`src/hw/rtl/first_fit_heap_allocator_macros.svh`:
```
// Assertion macros for the first-fit heap allocator.
`ifndef FIRST_FIT_HEAP_ALLOCATOR_MACROS_SVH
`define FIRST_FIT_HEAP_ALLOCATOR_MACROS_SVH
`ifndef SYNTHESIS
`define FFHA_ASSERT(label, clk, rst_n, prop, msg) \
  label: assert property (@(posedge clk) disable iff (!rst_n) prop) else $error(msg);
`define FFHA_ASSERT_NEVER(label, clk, rst_n, cond, msg) \
  label: assert property (@(posedge clk) disable iff (!rst_n) !(cond)) else $error(msg);
`else
`define FFHA_ASSERT(label, clk, rst_n, prop, msg)
`define FFHA_ASSERT_NEVER(label, clk, rst_n, cond, msg)
`endif
`endif

```
`src/hw/rtl/ffha_pkg.sv`:
```
// ----------------------------------------------------------------------------
// First-fit heap allocator package
// Shared widths, status codes and the block table entry type.
// ----------------------------------------------------------------------------
package ffha_pkg;
  localparam int unsigned MaxBlocks   = 64;
  localparam int unsigned SlotW       = $clog2(MaxBlocks);
  localparam int unsigned UnitW       = 12;
  localparam int unsigned TopW        = 13;
  localparam int unsigned AddrW       = 15;
  localparam int unsigned UnitShift   = 3;
  localparam int unsigned HeaderUnits = 3;
  localparam int unsigned ArenaUnits  = 4096;

  localparam logic OpAlloc = 1'b0;
  localparam logic OpFree  = 1'b1;

  localparam logic [1:0] StOk      = 2'd0;
  localparam logic [1:0] StNoSpace = 2'd1;
  localparam logic [1:0] StZero    = 2'd2;
  localparam logic [1:0] StBadFree = 2'd3;

  typedef struct packed {
    logic [UnitW-1:0] start;
    logic [UnitW-1:0] units;
    logic             is_free;
    logic [SlotW-1:0] next;
    logic             has_next;
  } entry_t;

  typedef struct packed {
    logic             we;
    logic [SlotW-1:0] waddr;
    entry_t           wdata;
    logic [SlotW-1:0] raddr;
  } tbl_req_t;
endpackage

```
`src/hw/rtl/ffha_table.sv`:
```
// ----------------------------------------------------------------------------
// Block table memory
// One write port and one read port with registered read data.
// ----------------------------------------------------------------------------
module ffha_table
  import ffha_pkg::*;
(
  input  logic     clk_i,
  input  tbl_req_t req_i,
  output entry_t   rdata_o
);
  entry_t mem_q [MaxBlocks];

  always_ff @(posedge clk_i) begin
    if (req_i.we) begin
      mem_q[req_i.waddr] <= req_i.wdata;
    end
    rdata_o <= mem_q[req_i.raddr];
  end
endmodule

```
`src/hw/rtl/ffha_slots.sv`:
```
// ----------------------------------------------------------------------------
// Slot occupancy tracker
// Holds one in-use bit per table slot and finds the lowest free slot.
// ----------------------------------------------------------------------------
module ffha_slots
  import ffha_pkg::*;
(
  input  logic             clk_i,
  input  logic             rst_ni,
  input  logic             set_i,
  input  logic [SlotW-1:0] set_slot_i,
  input  logic             clr_i,
  input  logic [SlotW-1:0] clr_slot_i,
  output logic             free_ok_o,
  output logic [SlotW-1:0] free_slot_o
);
  logic [MaxBlocks-1:0] used_q, used_d;

  always_comb begin
    used_d = used_q;
    if (clr_i) begin
      used_d[clr_slot_i] = 1'b0;
    end
    if (set_i) begin
      used_d[set_slot_i] = 1'b1;
    end
  end

  always_comb begin
    free_ok_o   = 1'b0;
    free_slot_o = '0;
    for (int i = MaxBlocks - 1; i >= 0; i--) begin
      if (!used_q[i]) begin
        free_ok_o   = 1'b1;
        free_slot_o = SlotW'(i);
      end
    end
  end

  always_ff @(posedge clk_i or negedge rst_ni) begin
    if (!rst_ni) begin
      used_q <= '0;
    end else begin
      used_q <= used_d;
    end
  end
endmodule

```
`src/hw/rtl/first_fit_heap_allocator.sv`:
```
// ----------------------------------------------------------------------------
// First-fit heap allocator
// Address-ordered block list held in a table memory, walked by a sequencer.
// ----------------------------------------------------------------------------
// One request is taken at a time. An allocate walks the block list, reading
// each visited block from the table and checking it when the registered read
// data returns. A fit that splits writes the remainder as a new free block, and
// an append writes the new block and, if the list was not empty, reads and
// patches the tail link. A free walks to the block and then makes a second
// merging pass over the list from the head. The result is held in an output
// register, and the next request is taken as soon as the result has been
// delivered.
`include "first_fit_heap_allocator_macros.svh"
module first_fit_heap_allocator
  import ffha_pkg::*;
(
  input  logic             clk_i,
  input  logic             rst_ni,
  input  logic             cfg_valid_i,
  output logic             cfg_ready_o,
  input  logic [12:0]      cfg_data_i,
  input  logic             in_valid_i,
  output logic             in_stall_o,
  input  logic             op_i,
  input  logic [AddrW-1:0] request_bytes_i,
  input  logic [AddrW-1:0] payload_address_i,
  output logic             out_valid_o,
  input  logic             out_stall_i,
  output logic [AddrW-1:0] result_address_o,
  output logic [1:0]       status_o
);
  typedef enum logic [3:0] {
    S_IDLE, S_A_RD, S_A_CHK, S_A_SPLIT, S_A_APP,
    S_F_RD, S_F_CHK, S_M_RD, S_M_CUR, S_M_NRD, S_M_NCHK, S_DONE
  } state_e;

  state_e           state_q;
  logic [12:0]      limit_q;
  logic [SlotW:0]   head_q;
  logic [TopW-1:0]  top_q;
  logic             op_q;
  logic [UnitW:0]   units_q;
  logic [AddrW-1:0] addr_q;
  logic [SlotW-1:0] cur_q, last_q, nx_q;
  logic             has_last_q;
  logic [SlotW:0]   steps_q;
  entry_t           cur_e_q;
  logic [AddrW-1:0] res_addr_q;
  logic [1:0]       res_st_q;

  tbl_req_t         treq, treq_mux;
  entry_t           rdata;
  logic             s_set, s_clr, s_ok;
  logic [SlotW-1:0] s_set_slot, s_clr_slot, s_free;

  ffha_table u_table (.clk_i(clk_i), .req_i(treq_mux), .rdata_o(rdata));
  ffha_slots u_slots (
    .clk_i(clk_i), .rst_ni(rst_ni), .set_i(s_set), .set_slot_i(s_set_slot),
    .clr_i(s_clr), .clr_slot_i(s_clr_slot), .free_ok_o(s_ok), .free_slot_o(s_free)
  );

  logic [13:0]      lim_eff;
  logic [UnitW-1:0] pay_units;
  logic [AddrW-1:0] pay_addr;
  logic [UnitW:0]   excess;
  logic [14:0]      app_end;

  assign lim_eff   = (limit_q < 13'(ArenaUnits)) ? {1'b0, limit_q} : 14'(ArenaUnits);
  assign pay_units = rdata.start + UnitW'(HeaderUnits);
  assign pay_addr  = AddrW'({pay_units, {UnitShift{1'b0}}});
  assign excess    = {1'b0, rdata.units} - units_q;
  assign app_end   = 15'(top_q) + 15'(HeaderUnits) + 15'(units_q);

  assign cfg_ready_o      = (state_q == S_IDLE);
  assign in_stall_o       = (state_q != S_IDLE);
  assign out_valid_o      = (state_q == S_DONE);
  assign result_address_o = res_addr_q;
  assign status_o         = res_st_q;

  always_comb begin
    treq       = '0;
    treq.raddr = cur_q;
    s_set      = 1'b0;
    s_set_slot = s_free;
    s_clr      = 1'b0;
    s_clr_slot = nx_q;
    case (state_q)
      S_M_NRD: treq.raddr = nx_q;
      S_A_CHK: begin
        if (rdata.is_free && units_q <= {1'b0, rdata.units}) begin
          treq.we    = 1'b1;
          treq.waddr = cur_q;
          treq.wdata = rdata;
          treq.wdata.is_free = 1'b0;
          if (excess > (UnitW+1)'(HeaderUnits) && s_ok) begin
            treq.wdata.units    = units_q[UnitW-1:0];
            treq.wdata.next     = s_free;
            treq.wdata.has_next = 1'b1;
          end
        end
      end
      S_A_SPLIT: begin
        treq.we             = 1'b1;
        treq.waddr          = s_free;
        treq.wdata.start    = cur_e_q.start + UnitW'(HeaderUnits) + units_q[UnitW-1:0];
        treq.wdata.units    = cur_e_q.units - UnitW'(HeaderUnits) - units_q[UnitW-1:0];
        treq.wdata.is_free  = 1'b1;
        treq.wdata.next     = cur_e_q.next;
        treq.wdata.has_next = cur_e_q.has_next;
        s_set               = 1'b1;
      end
      S_A_APP: begin
        if (s_ok && app_end <= 15'(lim_eff)) begin
          treq.we          = 1'b1;
          treq.waddr       = s_free;
          treq.wdata.start = top_q[UnitW-1:0];
          treq.wdata.units = units_q[UnitW-1:0];
          s_set            = 1'b1;
        end
      end
      S_F_CHK: begin
        if (pay_addr == addr_q && !rdata.is_free) begin
          treq.we            = 1'b1;
          treq.waddr         = cur_q;
          treq.wdata         = rdata;
          treq.wdata.is_free = 1'b1;
        end
      end
      S_M_NCHK: begin
        if (cur_e_q.is_free && rdata.is_free) begin
          treq.we             = 1'b1;
          treq.waddr          = cur_q;
          treq.wdata          = cur_e_q;
          treq.wdata.units    = cur_e_q.units + rdata.units + UnitW'(HeaderUnits);
          treq.wdata.next     = rdata.next;
          treq.wdata.has_next = rdata.has_next;
          s_clr               = 1'b1;
        end
      end
      default: ;
    endcase
  end

  always_ff @(posedge clk_i or negedge rst_ni) begin
    if (!rst_ni) begin
      state_q    <= S_IDLE;
      limit_q    <= 13'd4096;
      head_q     <= (SlotW+1)'(MaxBlocks);
      top_q      <= '0;
      op_q       <= OpAlloc;
      units_q    <= '0;
      addr_q     <= '0;
      cur_q      <= '0;
      last_q     <= '0;
      nx_q       <= '0;
      has_last_q <= 1'b0;
      steps_q    <= '0;
      cur_e_q    <= '0;
      res_addr_q <= '0;
      res_st_q   <= StOk;
    end else begin
      case (state_q)
        S_IDLE: begin
          if (cfg_valid_i) begin
            limit_q <= cfg_data_i;
          end
          if (in_valid_i) begin
            op_q       <= op_i;
            addr_q     <= payload_address_i;
            units_q    <= (UnitW+1)'((16'(request_bytes_i) + 16'(7)) >> UnitShift);
            cur_q      <= head_q[SlotW-1:0];
            has_last_q <= 1'b0;
            steps_q    <= '0;
            res_addr_q <= '0;
            res_st_q   <= StOk;
            if (op_i == OpAlloc) begin
              if (request_bytes_i == '0) begin
                res_st_q <= StZero;
                state_q  <= S_DONE;
              end else begin
                state_q <= head_q[SlotW] ? S_A_APP : S_A_RD;
              end
            end else if (payload_address_i == '0) begin
              state_q <= S_DONE;
            end else if (head_q[SlotW]) begin
              res_st_q <= StBadFree;
              state_q  <= S_DONE;
            end else begin
              state_q <= S_F_RD;
            end
          end
        end
        S_A_RD: state_q <= S_A_CHK;
        S_A_CHK: begin
          cur_e_q <= rdata;
          if (rdata.is_free && units_q <= {1'b0, rdata.units}) begin
            res_addr_q <= pay_addr;
            state_q    <= (excess > (UnitW+1)'(HeaderUnits) && s_ok) ? S_A_SPLIT : S_DONE;
          end else begin
            last_q     <= cur_q;
            has_last_q <= 1'b1;
            steps_q    <= steps_q + (SlotW+1)'(1);
            if (rdata.has_next && steps_q < (SlotW+1)'(MaxBlocks - 1)) begin
              cur_q   <= rdata.next;
              state_q <= S_A_RD;
            end else begin
              state_q <= S_A_APP;
            end
          end
        end
        S_A_SPLIT: state_q <= S_DONE;
        S_A_APP: begin
          if (s_ok && app_end <= 15'(lim_eff)) begin
            top_q      <= app_end[TopW-1:0];
            res_addr_q <= AddrW'({top_q[UnitW-1:0] + UnitW'(HeaderUnits), {UnitShift{1'b0}}});
            if (has_last_q) begin
              cur_q   <= last_q;
              nx_q    <= s_free;
              state_q <= S_M_RD;
              op_q    <= OpAlloc;
            end else begin
              head_q  <= {1'b0, s_free};
              state_q <= S_DONE;
            end
          end else begin
            res_st_q <= StNoSpace;
            state_q  <= S_DONE;
          end
        end
        S_F_RD: state_q <= S_F_CHK;
        S_F_CHK: begin
          steps_q <= steps_q + (SlotW+1)'(1);
          if (pay_addr == addr_q) begin
            if (rdata.is_free) begin
              res_st_q <= StBadFree;
              state_q  <= S_DONE;
            end else begin
              cur_q   <= head_q[SlotW-1:0];
              steps_q <= '0;
              state_q <= S_M_RD;
            end
          end else if (rdata.has_next && steps_q < (SlotW+1)'(MaxBlocks - 1)) begin
            cur_q   <= rdata.next;
            state_q <= S_F_RD;
          end else begin
            res_st_q <= StBadFree;
            state_q  <= S_DONE;
          end
        end
        S_M_RD: state_q <= S_M_CUR;
        S_M_CUR: begin
          // On an append the tail link is patched; otherwise a merge step.
          if (op_q == OpAlloc) begin
            cur_e_q <= rdata;
            state_q <= S_M_NRD;
          end else begin
            cur_e_q <= rdata;
            if (rdata.has_next) begin
              nx_q    <= rdata.next;
              state_q <= S_M_NRD;
            end else begin
              state_q <= S_DONE;
            end
          end
        end
        S_M_NRD: begin
          if (op_q == OpAlloc) begin
            state_q <= S_DONE;
          end else begin
            state_q <= S_M_NCHK;
          end
        end
        S_M_NCHK: begin
          if (cur_e_q.is_free && rdata.is_free) begin
            cur_e_q.units    <= cur_e_q.units + rdata.units + UnitW'(HeaderUnits);
            cur_e_q.next     <= rdata.next;
            cur_e_q.has_next <= rdata.has_next;
            if (rdata.has_next) begin
              nx_q    <= rdata.next;
              state_q <= S_M_NRD;
            end else begin
              state_q <= S_DONE;
            end
          end else begin
            cur_q   <= nx_q;
            cur_e_q <= rdata;
            if (rdata.has_next) begin
              nx_q    <= rdata.next;
              state_q <= S_M_NRD;
            end else begin
              state_q <= S_DONE;
            end
          end
        end
        S_DONE: begin
          if (!out_stall_i) begin
            state_q <= S_IDLE;
          end
        end
        default: state_q <= S_IDLE;
      endcase
    end
  end

  // Tail link write for an append, done while the merge path idles.
  logic tail_we;
  assign tail_we = (state_q == S_M_NRD) && (op_q == OpAlloc);

  entry_t tail_e;
  always_comb begin
    tail_e          = cur_e_q;
    tail_e.next     = nx_q;
    tail_e.has_next = 1'b1;
  end

  always_comb begin
    treq_mux = treq;
    if (tail_we) begin
      treq_mux.we    = 1'b1;
      treq_mux.waddr = cur_q;
      treq_mux.wdata = tail_e;
    end
  end

  `FFHA_ASSERT(a_out_only_done, clk_i, rst_ni, out_valid_o |-> in_stall_o, "output while idle")
  `FFHA_ASSERT(a_top_in_arena, clk_i, rst_ni, 1'b1 |-> top_q <= TopW'(ArenaUnits), "top overflow")
  `FFHA_ASSERT_NEVER(a_split_slot, clk_i, rst_ni, (state_q == S_A_SPLIT) && !s_ok, "split without slot")
endmodule

```
`config.mk`:
```
export PLATFORM = sky130hd
export DESIGN_NAME = first_fit_heap_allocator
export DESIGN_NICKNAME = d
export VERILOG_FILES = /design/src/hw/rtl/ffha_pkg.sv /design/src/hw/rtl/ffha_table.sv /design/src/hw/rtl/ffha_slots.sv /design/src/hw/rtl/first_fit_heap_allocator.sv
export VERILOG_INCLUDE_DIRS = /design/src /design/src/hw/rtl
export SDC_FILE = /design/constraint.sdc
export NUM_CORES = 2
export LEC_CHECK = 0
export CORE_MARGIN = 4
export CORE_UTILIZATION = 55
export DETAILED_ROUTE_END_ITERATION = 8
export DONT_BUFFER_PORTS = 1
export GPL_ROUTABILITY_DRIVEN = 0
export GPL_TIMING_DRIVEN = 0
export MAX_ROUTING_LAYER = met4
export PLACE_DENSITY_LB_ADDON = 0.12
export SLEW_MARGIN = 25
export SYNTH_ARGS = -nofsm -noshare
export SYNTH_HDL_FRONTEND = slang
export SYNTH_SLANG_ARGS = --single-unit
```
`constraint.sdc`:
```
create_clock -name clk_i -period 7.6 [get_ports clk_i]
set_input_delay 0 -clock clk_i [delete_from_list [all_inputs] [get_ports clk_i]]
set_output_delay 0 -clock clk_i [all_outputs]
set_load 0.02 [all_outputs]
```
[Word level (Yosys, flattened, before mapping)]
Memories as Yosys holds them, arrays and structs flattened. A register that Yosys moved wholly into a read port is not among the register bits.
Index checks and enable logic that the tools add are counted.
Storage, ports and cells
  flip-flop bits (word level): 205
  bits in latches: 0
  memory bits (writable): 2048
  memory bits (read-only): 0
  output and inout port bits: 20
  word-level logic and storage cells: 324
  memories kept: 1
Memories
  u_table.mem_q: depth 64, width 32, read ports 1, clocked after Yosys merged registers in 1, wr ports 1, RTL line ffha_table.sv:12  | entry_t mem_q [MaxBlocks];
Operators by class
  add/sub/neg operators: 13
  multipliers: 0
  divide/modulo/power cells: 0
  order comparisons: 9
  equal/unequal tests: 24
  shifts and indexed selects: 0
  muxes and demuxes: 214
  bitwise gates (word level): 6
  reduce and logical (&&, ||, !) cells: 37
Operators by type and width (number)
  two-way mux 6 bit: 77
  two-way mux 39 bit: 4
  case mux 31 bit (5 select lines): 1
  two-way mux 64 bit: 2
  two-way mux 1 bit: 78
  AND 64 bit: 1
  inverter 64 bit: 1
  bitwise OR 64 bit: 1
  case mux 32 bit (2 select lines): 1
  two-way mux 4 bit: 13
  adder 12 x 2 -> 12 bit, second input constant: 4
  case mux 4 bit (12 select lines): 1
  two-way mux 15 bit: 3
  case mux 15 bit (3 select lines): 1
  two-way mux 12 bit: 3
  two-way mux 7 bit: 5
  case mux 8 bit (4 select lines): 1
  two-way mux 31 bit: 1
  zero test 15 bit: 2
  case mux 6 bit (5 select lines): 1
  adder 12 bit: 2
  two-way mux 2 bit: 11
  case mux 7 bit (3 select lines): 1
  case mux 6 bit (3 select lines): 1
  42 further kinds: 87

[Logic depth before layout (Yosys ltp)]
  depth in word-level cells: 71
  mapped depth: 23

[Modules after synthesis]
From an unflattened synthesis, not the netlist that was laid out.
Unflattened totals
  cells, all modules: 5239
  area total of the unflattened synthesis: 94297.9 um^2
Modules (own cells, without submodules)
  ffha_table: times used 1, cells an instance 3511, area each 79039.6 um^2, sequential area each 62139.6 um^2
  first_fit_heap_allocator: times used 1, cells an instance 1329, area each 11866.4 um^2, sequential area each 3455.8 um^2
  ffha_slots: times used 1, cells an instance 399, area each 3392.0 um^2, sequential area each 1601.5 um^2

[Least setup slack after synthesis]
Ideal clock, no wire load.
  path kind: reg-to-reg
  start: register units_q[1]
  end: memory u_table.mem_q[49][0] (netlist bit) (enable)
  library setup time: 0.461 ns
  arrival: 6.913 ns
  data required time: 7.139 ns
  path slack: 0.225 ns
  stages on the path, launching flop included: 21
  period minus slack after synthesis: 7.375 ns
  path through: dfrtp_1 -> inv_1 -> ha_1 -> inv_1 -> ha_1 -> fa_1 -> a211oi_2 -> o21ai_1 -> a41o_1 -> nor2_1 -> xnor2_1 -> ha_1 -> a211o_1 -> a221o_1 -> o221a_2 -> a2111oi_4 -> nor2_4 -> a2bb2oi_1 -> or4_1 -> buf_2 -> nor3_1
On the way
  word-level cells in the longest chain between the ends: 8
RTL lines
  start: declaration: RTL line first_fit_heap_allocator.sv:42  | logic [UnitW:0] units_q;
  start signal: assignment: RTL line first_fit_heap_allocator.sv:170  | units_q <= (UnitW+1)'((16'(request_bytes_i) + 16'(7)) >> UnitShift);
  adder 14 x 13 -> 15 bit (*): RTL line first_fit_heap_allocator.sv:72  | assign app_end = 15'(top_q) + 15'(HeaderUnits) + 15'(units_q);
  net app_end[11]: RTL line first_fit_heap_allocator.sv:66  | logic [14:0] app_end;
  less-or-equal comparator 15 x 13 -> 1 bit (*): RTL line first_fit_heap_allocator.sv:113  | if (s_ok && app_end <= 15'(lim_eff)) begin
  logical AND 1 bit (*): RTL line first_fit_heap_allocator.sv:113
  two-way mux 31 bit (*): RTL line first_fit_heap_allocator.sv:113
  case mux 31 bit (5 select lines) (*): RTL line first_fit_heap_allocator.sv:87  | case (state_q)
  two-way mux 39 bit (*): RTL line first_fit_heap_allocator.sv:318  | if (tail_we) begin
  two-way mux 1 bit: RTL line ffha_table.sv:15  | if (req_i.we) begin
  two-way mux 1 bit (implied by the code): RTL line ffha_table.sv:16  | mem_q[req_i.waddr] <= req_i.wdata;
  end: declaration: RTL line ffha_table.sv:12
Mark *: on every way through the listed nets, which the timed path passes. The rest lies on a longest branch.

[Worst setup path after layout]
  start: register units_q[1]
  end: memory u_table.mem_q[32][9] (netlist bit) (enable)
The elaborated chain is that of the path after synthesis.

==> impl_summary.log <==
[metrics] later-pin clock latency in the skew report: 0.87 ns
[metrics] Sink Count: 2,282
[metrics] Arr. time, crit path: 7.94 ns
[metrics] boundary pin count: 69
[metrics] achievable clock frequency: 0.1353 GHz
[metrics] top post-synthesis cells by area: edfxtp_1, mux4_2, dfrtp_1
[metrics] Critical-path top delay cell: nor2_4
[metrics] Routed wire per std cell: 30.61 um
[metrics] synthesis-to-finish area growth: 16.31%
[metrics] register area share after synthesis: 0.7155
[metrics] IO buf count: 0
[metrics] number of maximum-capacitance constraint violations: 0
[metrics] Die Outline Area: between 150,000 and 200,000 sq um
[metrics] sort of element at the start of the critical path: flip-flop
[metrics] worst setup path category: reg2reg
[metrics] total DRC errors in the routed layout: 0
[metrics] transition at the pin with the smallest max-transition slack: 1.245 ns
[metrics] clock tree buffer depth: 3
[metrics] top post-synthesis cells by count: edfxtp_1, nand2_1, mux4_2
[metrics] CTS tree: built
[metrics] wire length of the first global-routing pass: 375,300 um
[metrics] DR pass1 iterations: 6
[metrics] Net Switching: 17.09 mW
[metrics] number of nets in the layout: 6,152
[metrics] critical path buffer and inverter count: 4
[metrics] final cell area excluding filler cells: 109,200 sq um
[metrics] most instantiated library cell after synthesis: edfxtp_1
[metrics] count of cells along the worst register-to-register path: 21
[metrics] Starting Density: 0.5536
[metrics] number of enable flip-flop cells after synthesis: between 2,000 and 2,500
[metrics] number of design-rule violations left by the first detailed-router iteration: 7,618
[metrics] Static Leakage: roughly 38 nW
[metrics] async set-reset flop share out of synthesis: 0.08852
[metrics] number of nets with antenna violations after detailed routing: 0
[metrics] Power Internal: 28.73 mW
[metrics] worst hold path class: in2reg
[metrics] Yosys top cell area share: 0.6548
[metrics] number of gates on the worst path with buffers counted: 21
[metrics] Post-Synthesis Mean Instance Area: 17.31 sq um
[metrics] Cells on Worst Hold Path: 5
[metrics] Gate power share: 0.396
[metrics] fraction of the cycle the final worst path needs: 0.9724
[metrics] die outline height: 421.2 um
[metrics] via count: 54,440
[metrics] total number of yosys warnings: 0
[metrics] H-tree depth: 4
[metrics] Min Clock Period, post-route: between 7 and 8 ns
[metrics] count of cell types in the netlist: 86
[metrics] pwr/cell area: 419.4 nW/um^2
[metrics] Non-Filler Instances: 8,397
[metrics] final setup violation count: 0
[metrics] maximum number of pins on one net before global-route repair: between 100 and 150
[metrics] Vias per Instance: 6.483
[metrics] placed insts: between 7,000 and 8,000
[metrics] portion of total power attributed to sequential cells: 0.368
[metrics] GRT Util Overall: 0.2995
[metrics] final routed wirelength across all metal layers: 257,000 um
[metrics] number of buffers added by the clock tree synthesis step: 223
[metrics] worst max-slew margin expressed relative to the limit: 0.1700
[metrics] Hold Violations, Final: 0
[metrics] dominant cell type by area after synthesis: edfxtp_1
[metrics] status: complete, no violations
[metrics] flip-flop cell with the highest count after synthesis: edfxtp_1
[metrics] worst stage delay on the critical path: 0.87 ns
[metrics] number of max-slew violations in the final report: 0
[metrics] CP cell instances: inv_1 -> ha_1 -> inv_1 -> ha_1 -> fa_1 -> a211oi_2 -> o21ai_1 -> a21oi_1 -> xnor2_1 -> ha_1 -> and4_1 -> o211ai_1 -> a21oi_1 -> o221a_2 -> a2111oi_4 -> buf_4 -> nor2_4 -> a2bb2oi_2 -> nand2_1 -> nor2_4 -> buf_12
[metrics] Detail Placement HPWL: 178,600 um
[metrics] cell count after synthesis: 5,426
[metrics] RSZ-0062 raised after global routing: no
[metrics] highest net fanout along the worst path: 19
[metrics] endpoint class of the critical path: flip-flop
[metrics] Top Family by Delay on Critical Path: simple AND/OR/NAND/NOR gates
[metrics] required time reported for the critical path endpoint: 8.15 ns
[metrics] Reg clk slew, reported paths: 0.06 ns
[metrics] share of total power in the clock network: 0.235
[metrics] standard cell area after detailed placement: 101,000 sq um
[metrics] register bit total from synthesis: 2,282
[metrics] layout cell share with drive strength beyond 1: 0.2179
[metrics] core region area: 169,700 sq um
[metrics] switching share of total power: 0.3730
[metrics] Clock Skews: 0.03727 ns
[metrics] via count of the first global-routing pass: 53,450
[metrics] cell area after synthesis: 93,920 sq um
[metrics] antenna violations before repair: 11
[metrics] Die X: about 420 um
[metrics] most frequent cell on the critical path: ha_1
[metrics] total congestion overflow: 0
[metrics] root buf cell: clkbuf_16
[metrics] count of standard-cell rows: 151
[metrics] worst voltage drop across the vdd grid: 0.0002627 V
[tightest hold or removal path: stages]
cell and delay (ns):
nor4_1 0.05, nand4_1 0.33, nand2_1 0.12, o21ai_0 0.23, mux2_2 0.16
[cells by family (layout without fill, tap and decap cells)]
kind of cell | Yosys count | after routing | synth area share
AOI/OAI and AO/OA | 791 | 791 | 0.05434
xor gates and xnor gates | 94 | 94 | 0.009218
adders and majority gates | 121 | 121 | 0.01652
buffers and inverters | 417 | 1165 | 0.01776
DFF | 2282 | 2282 | 0.7155
muxes | 601 | 601 | 0.1332
other | 1 | 6 | 0.00003993
and+or+nand+nor | 1119 | 1119 | 0.05345
[through the flow]
stage | total power, mW | utilization | worst slack, ns | hold WS (ns) | setup TNS (ns)
CTS | 45.61 | 0.6433 | -0.07455 | 0.007637 | -0.7163
finish | 45.82 | 0.6439 | 0.2097 | 0.07724 | 0
detailed placement | 34.66 | 0.5953 | -0.2343 | -0.2899 | -1.835
global placement | 33.76 | 0.5700 | -5.629 | -0.2910 | -7953.73
global route | 47.65 | 0.6438 | 0.05672 | 0.08351 | 0
floorplan | 27.07 | - | 0.2255 | -0.2956 | 0
[layout make-up]
class,count,area [sq um]
flip-flops and latches,2282,67200
fillers,11580,60420
multi-input cells,2729,25970
clock buffers,284,5913
repair buffers,330,4544
well taps,2218,2775
plain buffers,288,1199
clock inverters,135,1159
inverters,128,480.5
diodes,3,7.507
[metal layers]
layer / up-vias / track usage / share of wire
met3: 482 / 0.05870 / 0.10
met5: - / - / 0
li1: 22760 / - / -
met2: 2945 / 0.4308 / 0.45
met1: 28250 / 0.4279 / 0.40
met4: 0 / 0.1198 / 0.046
[cells in the final DEF, fill, tap and decap left out, drive strengths merged, types with 85 or more instances in the layout]
master	synthesis	routed
a21oi	85	85
buf	127	357
clkbuf	162	445
clkinv	0	96
dfrtp	200	200
dlygate4sd3	0	100
edfxtp	2048	2048
ha	116	116
inv	128	140
mux4	512	512
nand2	618	618
nand3	106	106
nor2	134	134
o21ai	301	301
[flip-flops by register name, summed over array words and instances (netlist names), 7 cells and up]
| signal | count |
|---|---|
| result_address_o | 12 |
| steps_q | 7 |
| u_table.mem_q | 2048 |
| top_q | 13 |
| u_slots.used_q | 64 |
| head_q | 7 |
| cur_e_q | 32 |
| u_table.rdata_o | 32 |
| units_q | 13 |
| addr_q | 15 |
| limit_q | 13 |
[what timing repair did]
| action | 4_1_cts | 5_1_grt |
|---|---|---|
| pin swaps | 1 | 2 |
| buffers inserted | 0 | 3 |
| gates resized for setup | 3 | 10 |
| endpoints found under the setup margin | 38 | 263 |
| hold buffers | 102 | 0 |
| endpoints found under the hold margin | 266 | 0 |
[power by group through the flow]
stage	clock network [mW]	registers, mW	logic, mW
finish	10.8	16.9	18.2
global route	11.5	16.9	19.2
CTS	10.9	16.8	17.9
detailed placement	0	17.1	17.6
global placement	0	17.8	16.0
floorplan	0	17.1	9.95
[worst paths after layout]
| check | start | endpoint | slack [ns] |
|---|---|---|---|
| setup / recovery | units_q[1] | u_table.mem_q[32][9] | 0.21 |
| hold / removal | payload_address_i[6] | status_o[0] | 0.08 |
| setup reg to reg | units_q[1] | u_table.mem_q[32][9] | 0.21 |
| hold reg to reg | head_q[5] | head_q[5] | 0.48 |
| max in group asynchronous | rst_ni | cur_e_q[2] | 6.40 |
| min in group asynchronous | rst_ni | has_last_q | 0.32 |
No activity file was read; power rests on OpenSTA's default activity.
